### config.mk
export PLATFORM = sky130hd
export DESIGN_NAME = acceleration_run_timer
export DESIGN_NICKNAME = d
export VERILOG_FILES = /design/src/hw/rtl/art_pkg.sv /design/src/hw/rtl/acceleration_run_timer.sv
export SDC_FILE = /design/constraint.sdc
export NUM_CORES = 2
export LEC_CHECK = 0
export ABC_AREA = 1
export BUFFER_PORTS_ARGS = -buffer_cell sky130_fd_sc_hd__clkbuf_2
export CAP_MARGIN = 20
export CORE_ASPECT_RATIO = 1.4
export CORE_MARGIN = 1
export CORE_UTILIZATION = 57
export DETAILED_ROUTE_END_ITERATION = 6
export PLACE_DENSITY = 0.88
export SKIP_CTS_REPAIR_TIMING = 1
export SYNTH_ARGS = -nofsm -noshare
export SYNTH_HDL_FRONTEND = slang
export SYNTH_SLANG_ARGS = --single-unit
### constraint.sdc
create_clock -name aclk -period 19.75 [get_ports aclk]
set_input_delay 2.9625 -clock aclk [delete_from_list [all_inputs] [get_ports aclk]]
set_output_delay 2.9625 -clock aclk [all_outputs]
set_load 0.02 [all_outputs]
### src/hw/rtl/art_pkg.sv
`default_nettype none

package art_pkg;

    // Field widths
    localparam int SPEED_W  = 13;
    localparam int TIME_W   = 32;
    localparam int LIMIT_W  = 20;
    localparam int LEAD_W   = 10;
    localparam int OP_W     = 2;
    localparam int STATUS_W = 2;

    // Stream words: data fields packed from bit 0, padded to whole bytes
    localparam int IN_FIELDS_W  = SPEED_W + 3 * TIME_W;
    localparam int IN_TDATA_W   = ((IN_FIELDS_W + 7) / 8) * 8;
    localparam int OUT_FIELDS_W = 4 * TIME_W + 2 * STATUS_W + 1;
    localparam int OUT_TDATA_W  = ((OUT_FIELDS_W + 7) / 8) * 8;

    // Register file
    localparam int CFG_ADDR_W = 5;
    localparam int CFG_DATA_W = 32;
    localparam logic [2:0] REG_START_SPEED   = 3'd0;
    localparam logic [2:0] REG_MID_SPEED     = 3'd1;
    localparam logic [2:0] REG_END_SPEED     = 3'd2;
    localparam logic [2:0] REG_FIRST_LIMIT   = 3'd3;
    localparam logic [2:0] REG_SECOND_LIMIT  = 3'd4;
    localparam logic [2:0] REG_START_LEAD    = 3'd5;
    localparam logic [2:0] REG_FIRST_DEFAULT = 3'd6;
    localparam logic [2:0] REG_SECOND_DEFAULT = 3'd7;

    // Reset values
    localparam logic [SPEED_W-1:0] START_SPEED_RST    = 13'd1;
    localparam logic [SPEED_W-1:0] MID_SPEED_RST      = 13'd1600;
    localparam logic [SPEED_W-1:0] END_SPEED_RST      = 13'd3200;
    localparam logic [LIMIT_W-1:0] FIRST_LIMIT_RST    = 20'd20000;
    localparam logic [LIMIT_W-1:0] SECOND_LIMIT_RST   = 20'd40000;
    localparam logic [LEAD_W-1:0]  START_LEAD_RST     = 10'd10;
    localparam logic [LIMIT_W-1:0] FIRST_DEFAULT_RST  = 20'd20001;
    localparam logic [LIMIT_W-1:0] SECOND_DEFAULT_RST = 20'd40001;
    localparam logic [TIME_W-1:0]  FIRST_TIME_RST     = 32'd20001;
    localparam logic [TIME_W-1:0]  SECOND_TIME_RST    = 32'd40001;

    typedef enum logic [STATUS_W-1:0] {
        RUN_IDLE     = 2'd0,
        RUN_ACTIVE   = 2'd1,
        RUN_COMPLETE = 2'd2,
        RUN_MISSED   = 2'd3
    } run_status_t;

    typedef enum logic [OP_W-1:0] {
        OP_SAMPLE     = 2'd0,
        OP_LOAD_BEST  = 2'd1,
        OP_RESET_BEST = 2'd2
    } op_t;

    // State of one timed run
    typedef struct packed {
        run_status_t       status;
        logic [TIME_W-1:0] start;
        logic [TIME_W-1:0] elapsed;
        logic [TIME_W-1:0] best;
    } run_t;

    typedef struct packed {
        run_t run;
        logic improved;
    } run_upd_t;

    // One sample applied to one run: optional (re)start, then evaluation
    function automatic run_upd_t run_update(
        input run_t               cur,
        input logic               start_hit,
        input logic               reached,
        input logic [LIMIT_W-1:0] limit,
        input logic [LEAD_W-1:0]  lead,
        input logic [TIME_W-1:0]  now
    );
        logic [TIME_W-1:0] lead_ext;
        logic [TIME_W-1:0] elapsed;
        run_upd_t          r;
        lead_ext   = {{(TIME_W-LEAD_W){1'b0}}, lead};
        r.run      = cur;
        r.improved = 1'b0;
        // A fresh start gives now - start directly: the lead, or now when floored
        if (start_hit) begin
            r.run.status = RUN_ACTIVE;
            if (now >= lead_ext) begin
                r.run.start = now - lead_ext;
                elapsed     = lead_ext;
            end else begin
                r.run.start = '0;
                elapsed     = now;
            end
        end else begin
            elapsed = now - cur.start;
        end
        if (r.run.status == RUN_ACTIVE) begin
            r.run.elapsed = elapsed;
            if (reached) begin
                r.run.status = RUN_COMPLETE;
                if (elapsed < cur.best) begin
                    r.run.best = elapsed;
                    r.improved = 1'b1;
                end
            end else if (elapsed > {{(TIME_W-LIMIT_W){1'b0}}, limit}) begin
                r.run.status = RUN_MISSED;
            end
        end
        return r;
    endfunction

endpackage

`default_nettype wire

### src/hw/rtl/acceleration_run_timer.sv
// Path: a result word reaches m_tdata through the input word register and then
//   the output word register, and waits there while a low m_tready holds it.
// Throughput: one word per cycle while a low m_tready does not stall the output; the
//   run state updates combinationally from the input register into the output register.
// Reset: synchronous, active low; clears run state, best times and
//   registers to their defaults and empties both word registers.
`default_nettype none

module acceleration_run_timer (
    input  wire logic                            aclk,
    input  wire logic                            aresetn,
    // Input stream
    input  wire logic                            s_tvalid,
    output logic                                 s_tready,
    // speed[12:0], now_ms[44:13], load_first_best[76:45],
    // load_second_best[108:77], zero pad
    input  wire logic [art_pkg::IN_TDATA_W-1:0]  s_tdata,
    // op[1:0]
    input  wire logic [art_pkg::OP_W-1:0]        s_tuser,
    // Result stream
    output logic                                 m_tvalid,
    input  wire logic                            m_tready,
    // first_time_ms[31:0], first_status[33:32], second_time_ms[65:34],
    // second_status[67:66], first_best_ms[99:68], second_best_ms[131:100],
    // best_changed[132], zero pad
    output logic [art_pkg::OUT_TDATA_W-1:0]      m_tdata,
    // Register port
    input  wire logic                            psel,
    input  wire logic                            penable,
    input  wire logic                            pwrite,
    input  wire logic [art_pkg::CFG_ADDR_W-1:0]  paddr,
    input  wire logic [art_pkg::CFG_DATA_W-1:0]  pwdata,
    output logic [art_pkg::CFG_DATA_W-1:0]       prdata,
    output logic                                 pready
);

    localparam int SW = art_pkg::SPEED_W;
    localparam int TW = art_pkg::TIME_W;
    localparam int LW = art_pkg::LIMIT_W;
    localparam int DW = art_pkg::LEAD_W;

    // Registers
    logic [SW-1:0] start_speed_reg, mid_speed_reg, end_speed_reg;
    logic [LW-1:0] first_limit_reg, second_limit_reg;
    logic [DW-1:0] start_lead_reg;
    logic [LW-1:0] first_default_reg, second_default_reg;

    // Input word register
    logic                      in_valid_reg;
    logic [art_pkg::OP_W-1:0]  op_reg;
    logic [SW-1:0]             speed_reg;
    logic [TW-1:0]             now_reg;
    logic [TW-1:0]             load_first_reg;
    logic [TW-1:0]             load_second_reg;

    // Timer state
    logic [SW-1:0]  prev_speed_reg, prev_speed_next;
    art_pkg::run_t  first_reg, first_next;
    art_pkg::run_t  second_reg, second_next;
    logic           changed_reg, changed_next;

    // Output word register
    logic                         out_valid_reg;
    logic [art_pkg::OUT_TDATA_W-1:0] out_data_reg, out_data_next;

    logic advance;
    logic cfg_write;
    art_pkg::run_upd_t first_upd, second_upd;

    // Handshake
    assign advance  = in_valid_reg && (!out_valid_reg || m_tready);
    assign s_tready = !in_valid_reg || !out_valid_reg || m_tready;
    assign m_tvalid = out_valid_reg;
    assign m_tdata  = out_data_reg;

    // Register port
    assign pready    = 1'b1;
    assign cfg_write = psel && penable && pwrite && pready;

    always_ff @(posedge aclk) begin
        if (!aresetn) begin
            start_speed_reg    <= art_pkg::START_SPEED_RST;
            mid_speed_reg      <= art_pkg::MID_SPEED_RST;
            end_speed_reg      <= art_pkg::END_SPEED_RST;
            first_limit_reg    <= art_pkg::FIRST_LIMIT_RST;
            second_limit_reg   <= art_pkg::SECOND_LIMIT_RST;
            start_lead_reg     <= art_pkg::START_LEAD_RST;
            first_default_reg  <= art_pkg::FIRST_DEFAULT_RST;
            second_default_reg <= art_pkg::SECOND_DEFAULT_RST;
        end else if (cfg_write) begin
            case (paddr[4:2])
                art_pkg::REG_START_SPEED:    start_speed_reg    <= pwdata[SW-1:0];
                art_pkg::REG_MID_SPEED:      mid_speed_reg      <= pwdata[SW-1:0];
                art_pkg::REG_END_SPEED:      end_speed_reg      <= pwdata[SW-1:0];
                art_pkg::REG_FIRST_LIMIT:    first_limit_reg    <= pwdata[LW-1:0];
                art_pkg::REG_SECOND_LIMIT:   second_limit_reg   <= pwdata[LW-1:0];
                art_pkg::REG_START_LEAD:     start_lead_reg     <= pwdata[DW-1:0];
                art_pkg::REG_FIRST_DEFAULT:  first_default_reg  <= pwdata[LW-1:0];
                art_pkg::REG_SECOND_DEFAULT: second_default_reg <= pwdata[LW-1:0];
                default: ;
            endcase
        end
    end

    always_comb begin
        case (paddr[4:2])
            art_pkg::REG_START_SPEED:    prdata = {{(32-SW){1'b0}}, start_speed_reg};
            art_pkg::REG_MID_SPEED:      prdata = {{(32-SW){1'b0}}, mid_speed_reg};
            art_pkg::REG_END_SPEED:      prdata = {{(32-SW){1'b0}}, end_speed_reg};
            art_pkg::REG_FIRST_LIMIT:    prdata = {{(32-LW){1'b0}}, first_limit_reg};
            art_pkg::REG_SECOND_LIMIT:   prdata = {{(32-LW){1'b0}}, second_limit_reg};
            art_pkg::REG_START_LEAD:     prdata = {{(32-DW){1'b0}}, start_lead_reg};
            art_pkg::REG_FIRST_DEFAULT:  prdata = {{(32-LW){1'b0}}, first_default_reg};
            art_pkg::REG_SECOND_DEFAULT: prdata = {{(32-LW){1'b0}}, second_default_reg};
            default:                     prdata = '0;
        endcase
    end

    // Input word capture
    always_ff @(posedge aclk) begin
        if (!aresetn) begin
            in_valid_reg <= 1'b0;
        end else if (s_tready) begin
            in_valid_reg <= s_tvalid;
        end
    end

    always_ff @(posedge aclk) begin
        if (s_tvalid && s_tready) begin
            op_reg          <= s_tuser;
            speed_reg       <= s_tdata[12:0];
            now_reg         <= s_tdata[44:13];
            load_first_reg  <= s_tdata[76:45];
            load_second_reg <= s_tdata[108:77];
        end
    end

    // Run evaluation for a speed sample
    assign first_upd = art_pkg::run_update(
        first_reg,
        (prev_speed_reg < start_speed_reg) && (speed_reg >= start_speed_reg),
        speed_reg >= mid_speed_reg,
        first_limit_reg, start_lead_reg, now_reg);

    assign second_upd = art_pkg::run_update(
        second_reg,
        (prev_speed_reg <= mid_speed_reg) && (speed_reg > mid_speed_reg),
        speed_reg >= end_speed_reg,
        second_limit_reg, start_lead_reg, now_reg);

    // Next state by operation
    always_comb begin
        prev_speed_next = prev_speed_reg;
        first_next      = first_reg;
        second_next     = second_reg;
        changed_next    = changed_reg;
        case (art_pkg::op_t'(op_reg))
            art_pkg::OP_SAMPLE: begin
                prev_speed_next = speed_reg;
                first_next      = first_upd.run;
                second_next     = second_upd.run;
                changed_next    = changed_reg | first_upd.improved | second_upd.improved;
            end
            art_pkg::OP_LOAD_BEST: begin
                first_next.best  = load_first_reg;
                second_next.best = load_second_reg;
                changed_next     = 1'b0;
            end
            art_pkg::OP_RESET_BEST: begin
                first_next.best  = {{(TW-LW){1'b0}}, first_default_reg};
                second_next.best = {{(TW-LW){1'b0}}, second_default_reg};
                changed_next     = 1'b1;
            end
            default: ;
        endcase
    end

    // Result word from the updated state
    always_comb begin
        out_data_next = '0;
        out_data_next[art_pkg::OUT_FIELDS_W-1:0] = {
            changed_next,
            second_next.best,
            first_next.best,
            second_next.status,
            second_next.elapsed,
            first_next.status,
            first_next.elapsed
        };
    end

    // State update
    always_ff @(posedge aclk) begin
        if (!aresetn) begin
            prev_speed_reg     <= '0;
            first_reg.status   <= art_pkg::RUN_IDLE;
            first_reg.start    <= '0;
            first_reg.elapsed  <= art_pkg::FIRST_TIME_RST;
            first_reg.best     <= art_pkg::FIRST_TIME_RST;
            second_reg.status  <= art_pkg::RUN_IDLE;
            second_reg.start   <= '0;
            second_reg.elapsed <= art_pkg::SECOND_TIME_RST;
            second_reg.best    <= art_pkg::SECOND_TIME_RST;
            changed_reg        <= 1'b0;
        end else if (advance) begin
            prev_speed_reg <= prev_speed_next;
            first_reg      <= first_next;
            second_reg     <= second_next;
            changed_reg    <= changed_next;
        end
    end

    // Output word register
    always_ff @(posedge aclk) begin
        if (!aresetn) begin
            out_valid_reg <= 1'b0;
        end else if (advance) begin
            out_valid_reg <= 1'b1;
        end else if (m_tready) begin
            out_valid_reg <= 1'b0;
        end
    end

    always_ff @(posedge aclk) begin
        if (advance) begin
            out_data_reg <= out_data_next;
        end
    end

endmodule

`default_nettype wire

==> qor.txt <==
vias in the first global route: 28.3k
CP Capture Type: output pin
Crit path required time: 16,790 ps
number of synthesized flops with an enable pin: 244
final wirelength: 105,000 um
Placed Instances: 5,050
die width: 205 um
clk sinks: 585
core area: 0.0566 mm2
Design Area, Final: 0.0365 mm2
post-route setup slack: 11,650 ps
cell count after synthesis: 4,164
final setup violation count: 0
RSZ-0062 raised after global routing: false
min-delay worst type: reg -> reg
largest net degree at the start of global routing: 138
Pleak: 0.0166 uW
Worst-path clk slew: 60 ps
hold_ws: 460 ps
max cap viols: 0
Worst Hold Endpoint: second_reg[68]
Routed Antenna Nets: 0
Final Hold Violating Endpoints: 0
Slew @ Worst Pin: 1160 ps
Yosys reg bits: 585
critical path fanouts, max: 17
max reg flops: 133
CP peak stage delay: 620 ps
Root Driver: clkbuf_16
most common library cell in the layout ignoring fill and taps: nand2_1
setup tns final: 0 ps
buffers and inverters on the worst path: 4
area growth from synthesis to layout: 11.5%
Post-route DRC: 0
f_max: 123 MHz
run status: finished, final reports clean
drt via density: 5.91
Tcrit/Tclk final: 41.0%
Max Slew Vio Count: 0
drt first pass iters: 6
final layout net count: 4,773
Cell Area, Synth: 0.0328 mm2
register area share after synthesis: 43.2%
FF-to-FF path depth: 27
Worst-Skew Late Latency: 640 ps
DIE AREA: 0.0584 mm2
Initial Utilization: 57.9%
IO Pins: 329
DP Worst Slack: 11,780 ps
CP cell instances: clkbuf_2 > inv_1 > nor3_1 > clkinv_1 > o221ai_1 > clkbuf_2
family with the most delay on the worst path: buffers and inverters
setup slack, reg-to-reg: 13,550 ps
H-tree depth: 2
Peak VDD IR: 0.0000677 V
Clock Path Buffers: 3
total track usage: 35.4%
Non-Filler Instances: 5,157
post-synth cell types: 62
per-cell routed wire length: 20.4 um
via count: 30.5k
most frequent CP cell: clkbuf_2
Startpoint Class: primary input
CTS tree: done
Reg area: 0.0142 mm2
CTS buffer count: 55
layout cells sized above 1: 11.7%
Final Wtd Congestion: 1.01
Critical Path AT: 5140 ps
height of the die: 286 um
Synth Area per Inst: 7.87 um2
Worst slew margin: 22.1%
Fillers: 4,760
Primary FF master, synth: dfxtp_1
Final min period: 8100 ps
launch point of the worst reg-to-reg path: now_reg[0]
placed cell areas: 0.0346 mm2
multi-input gate area in the final layout: 0.0155 mm2
share of synthesized flip-flops with an asynchronous set or reset: 0%
initial antenna violation count: 0
RR Endpoint: changed_reg
power per standard cell area: 86.6 mW/mm2
DR iter-0 viols: 3,311
Clock Skews: 22.5 ps
row count: 103
Hold Crit Depth: 2
slowest CP cell: clkinv_1
total grt overflow: 0
synth warn: 0
hold path startpoint: second_reg[68]
# port buffers: 295
WS Path Type: in -> out
commonest non-fill, non-tap cells in the layout: nand2_1 (705), inv_1 (609), a21oi_1 (447)
first-pass GRT wire length: 158,000 um
dpl hpwl: 76,900 um
[layout make-up]
| cell class | count | area share, % |
|---|---|---|
| diodes | 1 | 0.00685 |
| clock buffers | 80 | 4.48 |
| clock inverters | 24 | 0.634 |
| inverters | 621 | 6.41 |
| multi-input cells | 2781 | 42.4 |
| flip-flops and latches | 585 | 38.7 |
| well taps | 735 | 2.52 |
| repair buffers | 330 | 4.81 |
[cell usage after synthesis (26+ instances only)]
library cell,instances,area share [%]
nand2_1,706,8.1
inv_1,609,7.0
a21oi_1,447,6.8
o21ai_0,414,6.3
dfxtp_1,341,21
nand3_1,288,4.4
nor2_1,258,3.0
edfxtp_1,244,22
ha_1,238,9.1
clkbuf_1,140,1.6
nand4_1,68,1.3
or2_2,38,0.73
nor3_1,28,0.43
xor2_1,27,0.72
o211ai_1,26,0.60
[worst register-to-register path, stage by stage (launching register included)]
cell and delay [ps]:
edfxtp_1 390, inv_1 150, ha_1 160, inv_1 60, fa_1 410, nand3_1 90
nand2_1 90, a21oi_1 390, o21bai_2 180, a21oi_1 260, o21ai_1 140, a21oi_1 170
xor2_1 170, or2_2 270, inv_1 120, ha_1 280, nand2_1 60, o21ai_0 830
nand2_1 100, a21boi_0 390, nor4_4 70, buf_4 270, nand2_4 400, nand2_1 160
nand2_1 110, nand2_1 140, o21ai_1 150, inv_1 60
[worst max-delay path by stage]
stage | startpoint | endpoint | slack, ps | depth (start not counted)
final | paddr[3] | prdata[17] | 11650 | 6
after global routing | paddr[3] | prdata[10] | 11490 | 8
after global placement | paddr[3] | prdata[11] | 11780 | 8
after CTS | paddr[3] | prdata[7] | 11740 | 8
after floorplan | m_tready | load_first_reg[0] | 11390 | 4
after detailed placement | paddr[3] | prdata[9] | 11780 | 8
[routing by layer]
| layer | up-vias | global-route usage, % | part of all wire, % |
|---|---|---|---|
| li1 | 14400 | - | - |
| met1 | 14000 | 42.9 | 36 |
| met2 | 1669 | 56.6 | 46 |
| met3 | 417 | 5.86 | 9.5 |
| met4 | 0 | 26.1 | 8.5 |
| met5 | - | 0 | 0 |
[logic make-up (layout without fill, tap and decap cells)]
logic type / count (synthesis) / in the layout / synth area share [%]
buffers and inverters: 812 / 1055 / 9.77
AOI/OAI and AO/OA: 1028 / 1028 / 16.9
adders and majority gates: 241 / 241 / 9.27
DFF: 585 / 585 / 43.2
other: 2 / 17 / 0.0229
and+or+nand+nor: 1454 / 1454 / 19.7
xor gates and xnor gates: 42 / 42 / 1.12
[power breakdown]
group / switching [uW] / total (uW) / internal, uW / leakage (uW)
sequential: 35.9 / 1370 / 1330 / 0.00513
combinational: 476 / 689 / 214 / 0.0105
clock: 489 / 1110 / 619 / 0.000921
total: 1000 / 3170 / 2160 / 0.0166
[per-stage QoR]
stage | utilization, % | power [uW]
finish | 64.6 | 3170
floorplan | - | 1840
global route | 64.6 | 3280
detailed placement | 61.2 | 2050
global placement | 61.2 | 2030
CTS | 64.5 | 3150
(Power assumes the default switching activity.)
